===== src/rtl/core/rtte_pkg.sv =====
`default_nettype none
// ----------------------------------------------------------------------------
// rtte_pkg
// Types and constants shared by the round-trip time estimator files.
// ----------------------------------------------------------------------------
package rtte_pkg;

  localparam int SEQ_W   = 32;
  localparam int STAMP_W = 48;
  localparam int RTT_W   = 16;
  localparam int CFG_W   = 16;
  localparam int CFG_IDX_W = 1;

  // register indexes
  localparam logic [CFG_IDX_W-1:0] REG_INITIAL_RTT = 1'd0;
  localparam logic [CFG_IDX_W-1:0] REG_NOISE_LIMIT = 1'd1;

  localparam logic [RTT_W-1:0] INITIAL_RTT_RESET = 16'd300;
  localparam logic [CFG_W-1:0] NOISE_LIMIT_RESET = 16'd1000;

  // request codes
  localparam logic REQ_SEND = 1'b0;
  localparam logic REQ_ACK  = 1'b1;

  // floor(x/5) = (x * RECIP_5) >> RECIP_SHIFT, exact for x < 699050
  localparam int ACC_W       = RTT_W + 3;
  localparam int RECIP_SHIFT = 21;
  localparam logic [ACC_W-1:0] RECIP_5 = 19'd419431;
  localparam int PROD_W      = 2 * ACC_W;

  typedef struct packed {
    logic               req_type;
    logic [SEQ_W-1:0]   seq;
    logic [STAMP_W-1:0] now_msec;
  } req_t;

  typedef struct packed {
    logic [RTT_W-1:0] smoothed_rtt_msec;
    logic             matched;
    logic             sample_taken;
  } rsp_t;

  // one history entry
  typedef struct packed {
    logic               valid;
    logic [SEQ_W-1:0]   seq;
    logic [STAMP_W-1:0] stamp;
  } rec_t;

  // search token passed along the chain
  typedef struct packed {
    logic               tok;
    logic               found;
    logic [STAMP_W-1:0] stamp;
  } probe_t;

endpackage
`default_nettype wire


===== src/rtl/core/rtte_cell.sv =====
`default_nettype none
// ----------------------------------------------------------------------------
// rtte_cell
// One history slot. Shifts its record to the older neighbor on a send and
// passes the search token on, claiming it on the first sequence match.
// ----------------------------------------------------------------------------
module rtte_cell (
  input  wire                           clk,
  input  wire                           rst,
  input  wire                           shift,
  input  wire rtte_pkg::rec_t           rec_in,
  output rtte_pkg::rec_t                rec_out,
  input  wire [rtte_pkg::SEQ_W-1:0]     qseq,
  input  wire rtte_pkg::probe_t         probe_in,
  output rtte_pkg::probe_t              probe_out
);

  rtte_pkg::rec_t   rec;
  rtte_pkg::probe_t probe;
  logic             hit;

  assign hit = rec.valid && (rec.seq == qseq) && probe_in.tok && !probe_in.found;

  always_ff @(posedge clk) begin
    if (rst) begin
      rec.valid <= 1'b0;
    end else if (shift) begin
      rec.valid <= rec_in.valid;
    end
    if (shift) begin
      rec.seq   <= rec_in.seq;
      rec.stamp <= rec_in.stamp;
    end
  end

  always_ff @(posedge clk) begin
    if (rst) begin
      probe.tok <= 1'b0;
    end else begin
      probe.tok <= probe_in.tok;
    end
    probe.found <= probe_in.found || hit;
    probe.stamp <= hit ? rec.stamp : probe_in.stamp;
  end

  assign rec_out   = rec;
  assign probe_out = probe;

endmodule
`default_nettype wire


===== config.mk =====
export PLATFORM = sky130hd
export DESIGN_NAME = rtte_cell
export DESIGN_NICKNAME = d
export VERILOG_FILES = /design/src/rtl/core/rtte_pkg.sv /design/src/rtl/core/rtte_cell.sv
export SDC_FILE = /design/constraint.sdc
export NUM_CORES = 1
export LEC_CHECK = 0
export ABC_AREA = 1
export BUFFER_PORTS_ARGS = -buffer_cell sky130_fd_sc_hd__buf_2
export CORE_AREA = 2 2 114 116
export CTS_BUF_LIST = sky130_fd_sc_hd__clkbuf_4
export CTS_CLUSTER_SIZE = 28
export DETAILED_ROUTE_END_ITERATION = 16
export DIE_AREA = 0 0 116 118
export PLACE_DENSITY = 0.73
export SYNTH_ARGS = -nofsm -noshare
export SYNTH_HDL_FRONTEND = slang
export SYNTH_SLANG_ARGS = --single-unit

===== constraint.sdc =====
create_clock -name clk -period 2 [get_ports clk]
set_input_delay 0.3 -clock clk [delete_from_list [all_inputs] [get_ports clk]]
set_output_delay 0.3 -clock clk [all_outputs]
set_load 0.1 [all_outputs]

==> results of run 1 <==
## worst max-delay path, cell delays in order (launching register included)
cell and delay [ns]:
edfxtp_1 0.46, xnor2_1 0.19, nand2_1 0.07, nor2_1 0.10, nand2_1 0.10, nor2_4 0.16, buf_4 0.36, nand4_1 0.21
nand2_1 0.12
## layout by cell type (no fill, tap or decap)
cell           instances
buf_4                  9
xnor2_1                7
edfxtp_1              80
nand3_2                1
dlygate4sd3_1        131
inv_1                 35
dfxtp_1               51
clkinvlp_4             1
nand3_1                3
o21ai_0                3
nand4_1               49
clkinv_1               6
diode_2                3
buf_12                 2
o22ai_1                2
buf_2                295
clkbuf_4              21
nor2_1                24
mux2i_1                1
clkinv_2               4
nor2_4                 2
nand2_1              152
xor2_1                 1
or2_2                  1
o21ai_1                2
## area by class of cell
type	instances	area [um2]
clock inverter	10	46.3
clock buffer	21	158
antenna	3	7.51
inverter	36	135
timing repair buffer	437	2900
sequential	131	3420
fill	984	4400
multi-input combinational	248	1140
tap	172	215
## kinds of logic after synthesis
| group | count (synthesis) |
|---|---|
| AND/OR/NAND/NOR | 232 |
| flip-flops | 131 |
| buffers and inverters | 56 |
| XOR/XNOR | 8 |
| AO/OA/AOI/OAI | 7 |
| multiplexers | 1 |
## metal layers
layer	global-route usage (%)	wire, um
met3	6.44	1160
met4	13.5	741
met2	43.5	8790
met1	24.9	6020
met5	0	0
## sequential cells by signal, indices dropped and copies added, names as in the netlist
signal,count
probe_out,50
rec_out,81
## power by group through the flow
stage               sequential (W)  combinational [W]  clock, W
global route               0.00318            0.00220   0.00156
finish                     0.00316            0.00214   0.00141
floorplan                  0.00455           0.000142         0
detailed placement         0.00322            0.00192         0
global placement           0.00321            0.00190         0
CTS                        0.00316            0.00212   0.00146
## Yosys cell counts
cell type / instances / area [um2]
buf_1: 1 / 3.75
xnor2_1: 7 / 61.3
nand3_1: 4 / 20.0
o22ai_1: 2 / 12.5
xor2_1: 1 / 8.76
buf_4: 1 / 7.51
buf_6: 2 / 22.5
mux2i_1: 1 / 10.0
nand4_1: 49 / 307
clkbuf_1: 8 / 30.0
nor2_2: 2 / 12.5
o21ai_0: 3 / 15.0
inv_1: 36 / 135
nand2_1: 152 / 571
or2_2: 1 / 6.26
edfxtp_1: 80 / 2400
o21ai_1: 2 / 10.0
dfxtp_1: 51 / 1020
buf_2: 8 / 40.0
nor2_1: 24 / 90.1
## stage by stage
step | worst slack (ns) | TNS, ns
floorplan | -0.175 | -5.80
global placement | 0.284 | 0
detailed placement | 0.234 | 0
CTS | 0.186 | 0
global route | 0.0134 | 0
finish | 0.160 | 0
## worst max-delay path by stage
stage	from	end	slack (ns)	cells past startpoint
finish	rec_out[63]	probe_out[10]	0.16	8
global route	rec_out[63]	probe_out[10]	0.01	8
CTS	rec_out[63]	probe_out[10]	0.19	8
detailed placement	rec_out[63]	probe_out[10]	0.23	8
global placement	qseq[20]	probe_out[14]	0.28	11
floorplan	rec_out[59]	probe_out[27]	-0.18	13
==> summary.txt, run 1 <==
largest net degree at the start of global routing -> 49
IO buf count -> 296
clk_lat worst skew -> 0.52 ns
Clock Path Buffers -> 2
Via Count -> 4,924
area growth from synthesis to layout -> 67.6%
register share of total power -> 47.1%
Post-DP Area -> 6500 um2
initial drt markers -> 334
IO Pins -> 297
flop2flop setup slack -> 0.16 ns
critical path class -> flop to flop
Routed WL per cell -> 15.8 um
Seq cells post-synth -> 131
final hold vios -> 0
reg-to-reg critical path startpoint -> rec_out[63]
Logic pwr share -> 31.9%
Final Instance Area -> 8020 um2
post-synthesis sequential area ratio -> 71.5%
vias in the first global route -> 5,128
reg2reg end -> probe_out[10]
Synth Instances -> 435
syn_area_per_cell -> 11.0 um2
Via-to-Cell Ratio -> 4.65
total power -> 0.00671 W
global-route wire length before repair -> 25.0 mm
endpoints failing setup -> 0
fraction of the mapped netlist area in compound gates -> 0.784%
CORE AREA -> 12,400 um2
Pleak -> 3.92 nW
Die H -> 118 um
Total Routed Length -> 16.7 mm
hold_buf cts -> 131
number of buffers created by CTS -> 17
Pint -> 0.00405 W
CP Data Arrival Time -> 2.29 ns
critical path peak fanout -> 32
number of synthesis warnings -> 0
Post-CTS Resized -> 0
FP Rows -> 41
worst hold path class -> input port to flop
Yosys cell types -> 20
H-tree levels -> 4
Fin Hold WS -> 0.242 ns
mux cell area share after synthesis -> 0.209%
die width -> 116 um
switching share of power -> 39.6%
Simple-Gate Fraction of Synth Area -> 21.0%
Placer Congestion -> 0.851
clock transition at the registers of the reported paths -> 0.11 ns
fmax -> 543 MHz
relative slew slack -> 64.4%
residual DRC count -> 0
antenna-violating nets left -> 0
mapped cell area -> 4790 um2
Root Driver -> clkbuf_4
worst vdd rail ir drop -> 0.653 mV
starting density of the core -> 38.6%
postcts setup bufs -> 0
xor/xnor cell area share of the yosys netlist -> 1.46%
max-cap violations -> 0
unrepaired setup endpoints after global routing -> false
CP endpoint kind -> flop
share of power burned in the clock network -> 21.0%
Finished Layout Cells -> 1,058
Slew @ Worst Pin -> 0.538 ns
Hold Path Depth -> 1
HP Start -> shift
Net Switching -> 0.00266 W
Synth Area in Adders -> 0%
PwrDens -> 836 nW/um2
Final Skew -> 0.0247 ns
total gr overflow -> 0
crit start category -> flop
Worst Path Required -> 2.45 ns
TritonCTS clock tree -> built
Total Die Area -> 13,700 um2
drt first pass iters -> 5
initial antenna violation count -> 3
Tmin final -> 1.84 ns
DP HPWL -> 10.9 mm
CTS Sinks -> 131
fin nets -> 1,037
largest family of logic cells by synthesized area -> simple AND/OR/NAND/NOR gates
total track usage -> 24.2%
layout cells sized above 1 -> 38.1%
Post-Syn Nets -> 601
fin crit share -> 92.0%
Placed Cells -> 893
hold endpoint -> rec_out[77]
Slew Viols, Final -> 0
utilization after layout -> 64.6%
Worst Reg-to-Reg Cells -> 8
status -> completed
Note: power is estimated with default switching activity, not from simulation.
==> run 2, diff against run 1 <==
Settings changed: SKIP_CTS_REPAIR_TIMING from default to 1.
Clock period 2 ns to 1.8 ns, I/O delays scaled along.
==> run 2 against run 1 <==
  * Final cell count fell by 0.19%
  * Fmax increased by 7.9%
  * Non-clock buffer count decreased by 1
  * Worst hold slack got worse by 0.22 ns
  * Wire length is 1.1% lower
  * Combinational power is 10% higher
  * Flip-flop and latch count unchanged
==> summary.txt, run 2 (synthesized netlist as in run 1, its figures left out) <==
layout cells sized above 1 -> 38.7% (+0.68 points)
fin nets -> 1,036 (-0.096%)
Die H -> 118 um (unchanged)
commonest non-fill, non-tap cell in the layout -> buf_2
total power -> 0.00808 W (+21%)
largest net degree at the start of global routing -> 50 (+2.0%)
Clock Path Buffers -> 2 (unchanged)
CORE AREA -> 12,400 um2 (unchanged)
DP HPWL -> 10.9 mm (+0.38%)
utilization after layout -> 65.7% (+1.1 points)
setup TNS -> 0 ns (unchanged)
Total Routed Length -> 16.5 mm (-1.1%)
IO Pins -> 297 (unchanged)
max-cap violations -> 0 (unchanged)
antenna-violating nets left -> 0 (unchanged)
Slowest-stage cell, CP -> edfxtp_1
Worst Path Required -> 2.20 ns (-0.25 ns)
FILL cells -> 952 (-3.3%)
Slew @ Worst Pin -> 0.523 ns (-0.0146 ns)
final hold vios -> 0 (unchanged)
clock transition at the registers of the reported paths -> 0.11 ns (about the same)
CP endpoint kind -> flop
H-tree levels -> 4 (unchanged)
Fin Hold WS -> 0.0218 ns (-0.220 ns)
most frequent cells in the layout -> buf_2, nand2_1, dlygate4sd3_1, edfxtp_1, dfxtp_1
die width -> 116 um (unchanged)
drt first pass iters -> 6 (+1)
CTS Sinks -> 131 (unchanged)
clk_lat worst skew -> 0.53 ns (about the same)
total track usage -> 21.3% (-2.8 points)
endpoints failing setup -> 0 (unchanged)
TritonCTS clock tree -> built
CP Data Arrival Time -> 2.11 ns (-0.18 ns)
Final Instance Area -> 8160 um2 (+1.7%)
Via-to-Cell Ratio -> 4.62 (-0.67%)
initial drt markers -> 242 (-28%)
crit-path cells -> nor2_1 -> nor2_1 -> nor2_1 -> nand2_1 -> nor2_1 -> nand2_1 -> nor2_4 -> nand3_4 -> buf_6 -> nand2_1 -> nand2_1
critical path peak fanout -> 14 (-56%)
max reg flops -> 81 (unchanged)
vias in the first global route -> 4,378 (-15%)
Post-DP Area -> 6480 um2 (-0.19%)
worst hold path class -> input port to flop
critical path class -> flop to flop
FP Rows -> 41 (unchanged)
CP max stage delay -> 0.43 ns (-0.03 ns)
CP Buf/Inv Count -> 1 (unchanged)
Final Skew -> 0.0253 ns (+0.000621 ns)
total gr overflow -> 0 (unchanged)
starting density of the core -> 38.6% (unchanged)
unrepaired setup endpoints after global routing -> true
Pleak -> 3.97 nW (+1.3%)
Root Driver -> clkbuf_4
area growth from synthesis to layout -> 70.4%
status -> completed
Slew Viols, Final -> 0 (unchanged)
Via Count -> 4,882 (-0.85%)
PwrDens -> 991 nW/um2 (+19%)
Placer Congestion -> 0.863 (+1.4%)
crit start category -> flop
global-route wire length before repair -> 21.9 mm (-12%)
Total Die Area -> 13,700 um2 (unchanged)
residual DRC count -> 0 (unchanged)
initial antenna violation count -> 1 (-2)
number of buffers created by CTS -> 17 (unchanged)
relative slew slack -> 65.3% (+0.97 points)
fmax -> 586 MHz (+7.9%)
critical path's top delay family -> simple AND/OR/NAND/NOR gates
IO buf count -> 296 (unchanged)
fin crit share -> 94.7% (+2.7 points)
Tmin final -> 1.71 ns (-0.135 ns)
Routed WL per cell -> 15.7 um (-0.88%)
worst vdd rail ir drop -> 0.712 mV (+9.1%)
## run 2: cell types whose count changed in the layout (fill, tap and decap cells not counted), moves of 2 or more
cell,delta
clkinv_1,-5
buf_4,-4
bufinv_16,+4
clkbuf_4,-3
clkinv_4,+3
buf_6,+2
buf_8,+2
clkinvlp_4,+2
diode_2,-2
## run 2: metal layers
metal  GRT usage, %  part of all wire, %
met2           38.0                   54
met3           6.69                  6.8
met5              0                    0
met4           9.90                  3.2
met1           22.5                   36
## run 2: layout make-up
cell class | count | area, um2 | share of cell area, %
Clock buffer | 18 | 135 | 1.66
Antenna cell | 1 | 2.50 | 0.0307
Multi-Input combinational cell | 248 | 1150 | 14.1
Sequential cell | 131 | 3420 | 42.0
Clock inverter | 14 | 188 | 2.30
Tap cell | 172 | 215 | 2.64
Inverter | 36 | 135 | 1.66
Timing Repair Buffer | 436 | 2910 | 35.7
## run 2: where the power goes
part	total [W]	switching (W)	internal (W)
combinational	0.00236	0.00184	0.000524
clock	0.00221	0.00110	0.00111
sequential	0.00351	0.000106	0.00341
total	0.00808	0.00304	0.00504
## run 2: final timing paths
kind	from	to	slack, ns	cells after the start
max	rec_out[50]	probe_out[11]	0.09	11
max reg2reg	rec_out[50]	probe_out[11]	0.09	11
min	probe_in[11]	probe_out[11]	0.02	3
min reg2reg	rec_out[16]	probe_out[16]	0.54	2
## run 2: metrics by stage
step / std cells / setup WS (ns)
floorplan: 435 / -0.374
global placement: 893 / 0.121
finish: 1056 / 0.0949
detailed placement: 893 / 0.0605
global route: 1056 / -0.0722
CTS: 925 / 0.0410
## run 2: worst reg2reg max path, cell delays in order (launching register included)
cell,delay [ns]
edfxtp_1,0.43
nor2_1,0.11
nor2_1,0.06
nor2_1,0.10
nand2_1,0.06
nor2_1,0.12
nand2_1,0.09
nor2_4,0.17
nand3_4,0.11
buf_6,0.17
nand2_1,0.10
nand2_1,0.07
==> run 3, diff against run 2 <==
Settings changed: CORE_AREA 2 2 114 116 to 4 4 113 115, DIE_AREA 0 0 116 118 to 0 0 117 119, PLACE_DENSITY 0.73 to 0.77, SKIP_LAST_GASP from default to 1.
==> run 3 against run 2 <==
  * The run now ends with negative hold slack left
  * Flip-flop and latch count unchanged
  * Critical endpoint is now probe_out[3]
  * Wire length rose by 11%
  * Highest routed layer unchanged
  * Die area up 1.7%
  * Largest power group unchanged
  * Design area up 0.49%
  * Critical path type unchanged
==> summary.txt, run 3 (synthesized netlist as in run 1, its figures left out) <==
clk_lat worst skew -> 0.56 ns (+0.03 ns)
Worst Reg-to-Reg Cells -> 11 (unchanged)
Slew Viols, Final -> 0 (unchanged)
layout cells sized above 1 -> 39.1% (+0.34 points)
TritonCTS clock tree -> built
failing checks -> negative hold slack
status -> complete, but fails checks
IO buf count -> 296 (unchanged)
Total Die Area -> 13,900 um2 (+1.7%)
CP Data Arrival Time -> 2.19 ns (+0.08 ns)
critical path's top delay family -> simple AND/OR/NAND/NOR gates
worst hold path class -> input port to flop
multi-input logic area -> 1150 um2 (+0.44%)
Root Driver -> clkbuf_4
vias in the first global route -> 4,113 (-6.1%)
Die H -> 119 um (+0.85%)
Pleak -> 4.01 nW (+1.2%)
most frequent cells in the layout -> buf_2, nand2_1, dlygate4sd3_1, edfxtp_1, dfxtp_1
Slew @ Worst Pin -> 0.518 ns (-0.00508 ns)
Routed WL per cell -> 17.7 um (+13%)
die width -> 117 um (+0.86%)
total gr overflow -> 0 (unchanged)
met2 Use GR -> 34.5% (-3.5 points)
Total Routed Length -> 18.3 mm (+11%)
antenna-violating nets left -> 0 (unchanged)
Final Skew -> 0.0340 ns (+0.00866 ns)
largest net degree at the start of global routing -> 82 (+64%)
final hold vios -> 1 (+1)
Placer Congestion -> 0.875 (+1.4%)
CP max stage delay -> 0.44 ns (about the same)
reg-to-reg critical path startpoint -> rec_out[56]
starting density of the core -> 40.5% (+2.0 points)
total power -> 0.00796 W (-1.6%)
FILL cells -> 827 (-13%)
met1 Usage GRT -> 21.3% (-1.3 points)
CP Buf/Inv Count -> 1 (unchanged)
fmax -> 571 MHz (-2.6%)
FP Rows -> 40 (-2.4%)
max-cap violations -> 0 (unchanged)
initial antenna violation count -> 3 (+2)
crit start category -> flop
Hold Path Depth -> 3 (unchanged)
initial drt markers -> 450 (+86%)
critical path class -> flop to flop
Slowest-stage cell, CP -> edfxtp_1
residual DRC count -> 0 (unchanged)
H-tree levels -> 4 (unchanged)
utilization after layout -> 69.4% (+3.7 points)
Clock Path Buffers -> 2 (unchanged)
worst vdd rail ir drop -> 0.691 mV (-3.0%)
number of buffers created by CTS -> 17 (unchanged)
unrepaired setup endpoints after global routing -> true
met3 Use GR -> 8.18% (+1.5 points)
max reg flops -> 81 (unchanged)
endpoints failing setup -> 0 (unchanged)
IO Pins -> 297 (unchanged)
commonest non-fill, non-tap cell in the layout -> buf_2
drt first pass iters -> 5 (-1)
flop2flop setup slack -> 0.05 ns (-0.05 ns)
fin nets -> 1,041 (+0.48%)
CTS Sinks -> 131 (unchanged)
CP endpoint kind -> flop
area growth from synthesis to layout -> 71.2%
Worst Path Required -> 2.24 ns (+0.04 ns)
HP Start -> probe_in[46]
CORE AREA -> 11,800 um2 (-4.9%)
GRT Max-Usage Layer -> met2
FF+latch area -> 3420 um2 (unchanged)
Tmin final -> 1.75 ns (+0.0454 ns)
global-route wire length before repair -> 20.6 mm (-5.8%)
Via-to-Cell Ratio -> 4.78 (+3.5%)
hold endpoint -> probe_out[46]
crit-path cells -> nor2_1 -> nor2_1 -> nor2_1 -> nand2_1 -> nor2_1 -> nand2_1 -> nor2_4 -> nand3_4 -> clkbuf_16 -> nand2_1 -> nand2_1
fin crit share -> 97.3% (+2.5 points)
relative slew slack -> 65.7% (+0.34 points)
Via Count -> 4,965 (+1.7%)
clock transition at the registers of the reported paths -> 0.10 ns (about the same)
PwrDens -> 971 nW/um2 (-2.1%)
Fin Hold WS -> -0.0715 ns (-0.0933 ns)
reg2reg end -> probe_out[3]
DP HPWL -> 10.8 mm (-0.76%)
critical path peak fanout -> 24 (+10)
total track usage -> 20.0% (-1.4 points)
run 3: where the power goes:
group | internal, W | switching, W
Combinational | 0.000527 | 0.00186
Clock | 0.000989 | 0.00107
Sequential | 0.00341 | 0.000107
run 3: worst max path at each step:
| stage | slack [ns] | start | cells past startpoint | to |
|---|---|---|---|---|
| floorplan | -0.37 | rec_out[59] | 13 | probe_out[27] |
| global placement | 0.14 | qseq[20] | 11 | probe_out[20] |
| detailed placement | 0.12 | rec_out[57] | 11 | probe_out[1] |
| CTS | 0.08 | rec_out[53] | 1 | rec_out[53] |
| global route | -0.09 | rec_out[56] | 11 | probe_out[3] |
| finish | 0.05 | rec_out[56] | 11 | probe_out[3] |
run 3: area by class of cell:
cell class | instances | area share [%]
antenna | 3 | 0.0916
clock buffer | 20 | 1.83
clock inverter | 12 | 1.69
inverter | 36 | 1.65
multi-input combinational | 248 | 14.1
sequential | 131 | 41.8
tap | 147 | 2.24
timing repair buffer | 441 | 36.6
run 3: layer usage:
metal	up-vias	share of wire, %
met5	-	0
met4	0	2.4
met3	43	7.8
met2	283	53
met1	2291	37
li1	2348	-
run 3: stage by stage:
stage / hold WS (ns) / cells / setup TNS [ns] / setup slack [ns] / area [um2]
after floorplan: 0.341 / 435 / -15.45 / -0.374 / 4820
after global placement: 0.443 / 866 / 0 / 0.142 / 6460
after detailed placement: 0.448 / 866 / 0 / 0.117 / 6460
after CTS: -0.176 / 898 / 0 / 0.0814 / 6750
after global routing: -0.121 / 1037 / -2.17 / -0.0903 / 8190
final: -0.0715 / 1038 / 0 / 0.0495 / 8200
run 3: worst register-to-register path, delay by kind of cell, from the launching register on:
family | cells | cell delay (ns)
simple gates | 10 | 0.99
flops | 1 | 0.44
buf+inv | 1 | 0.24
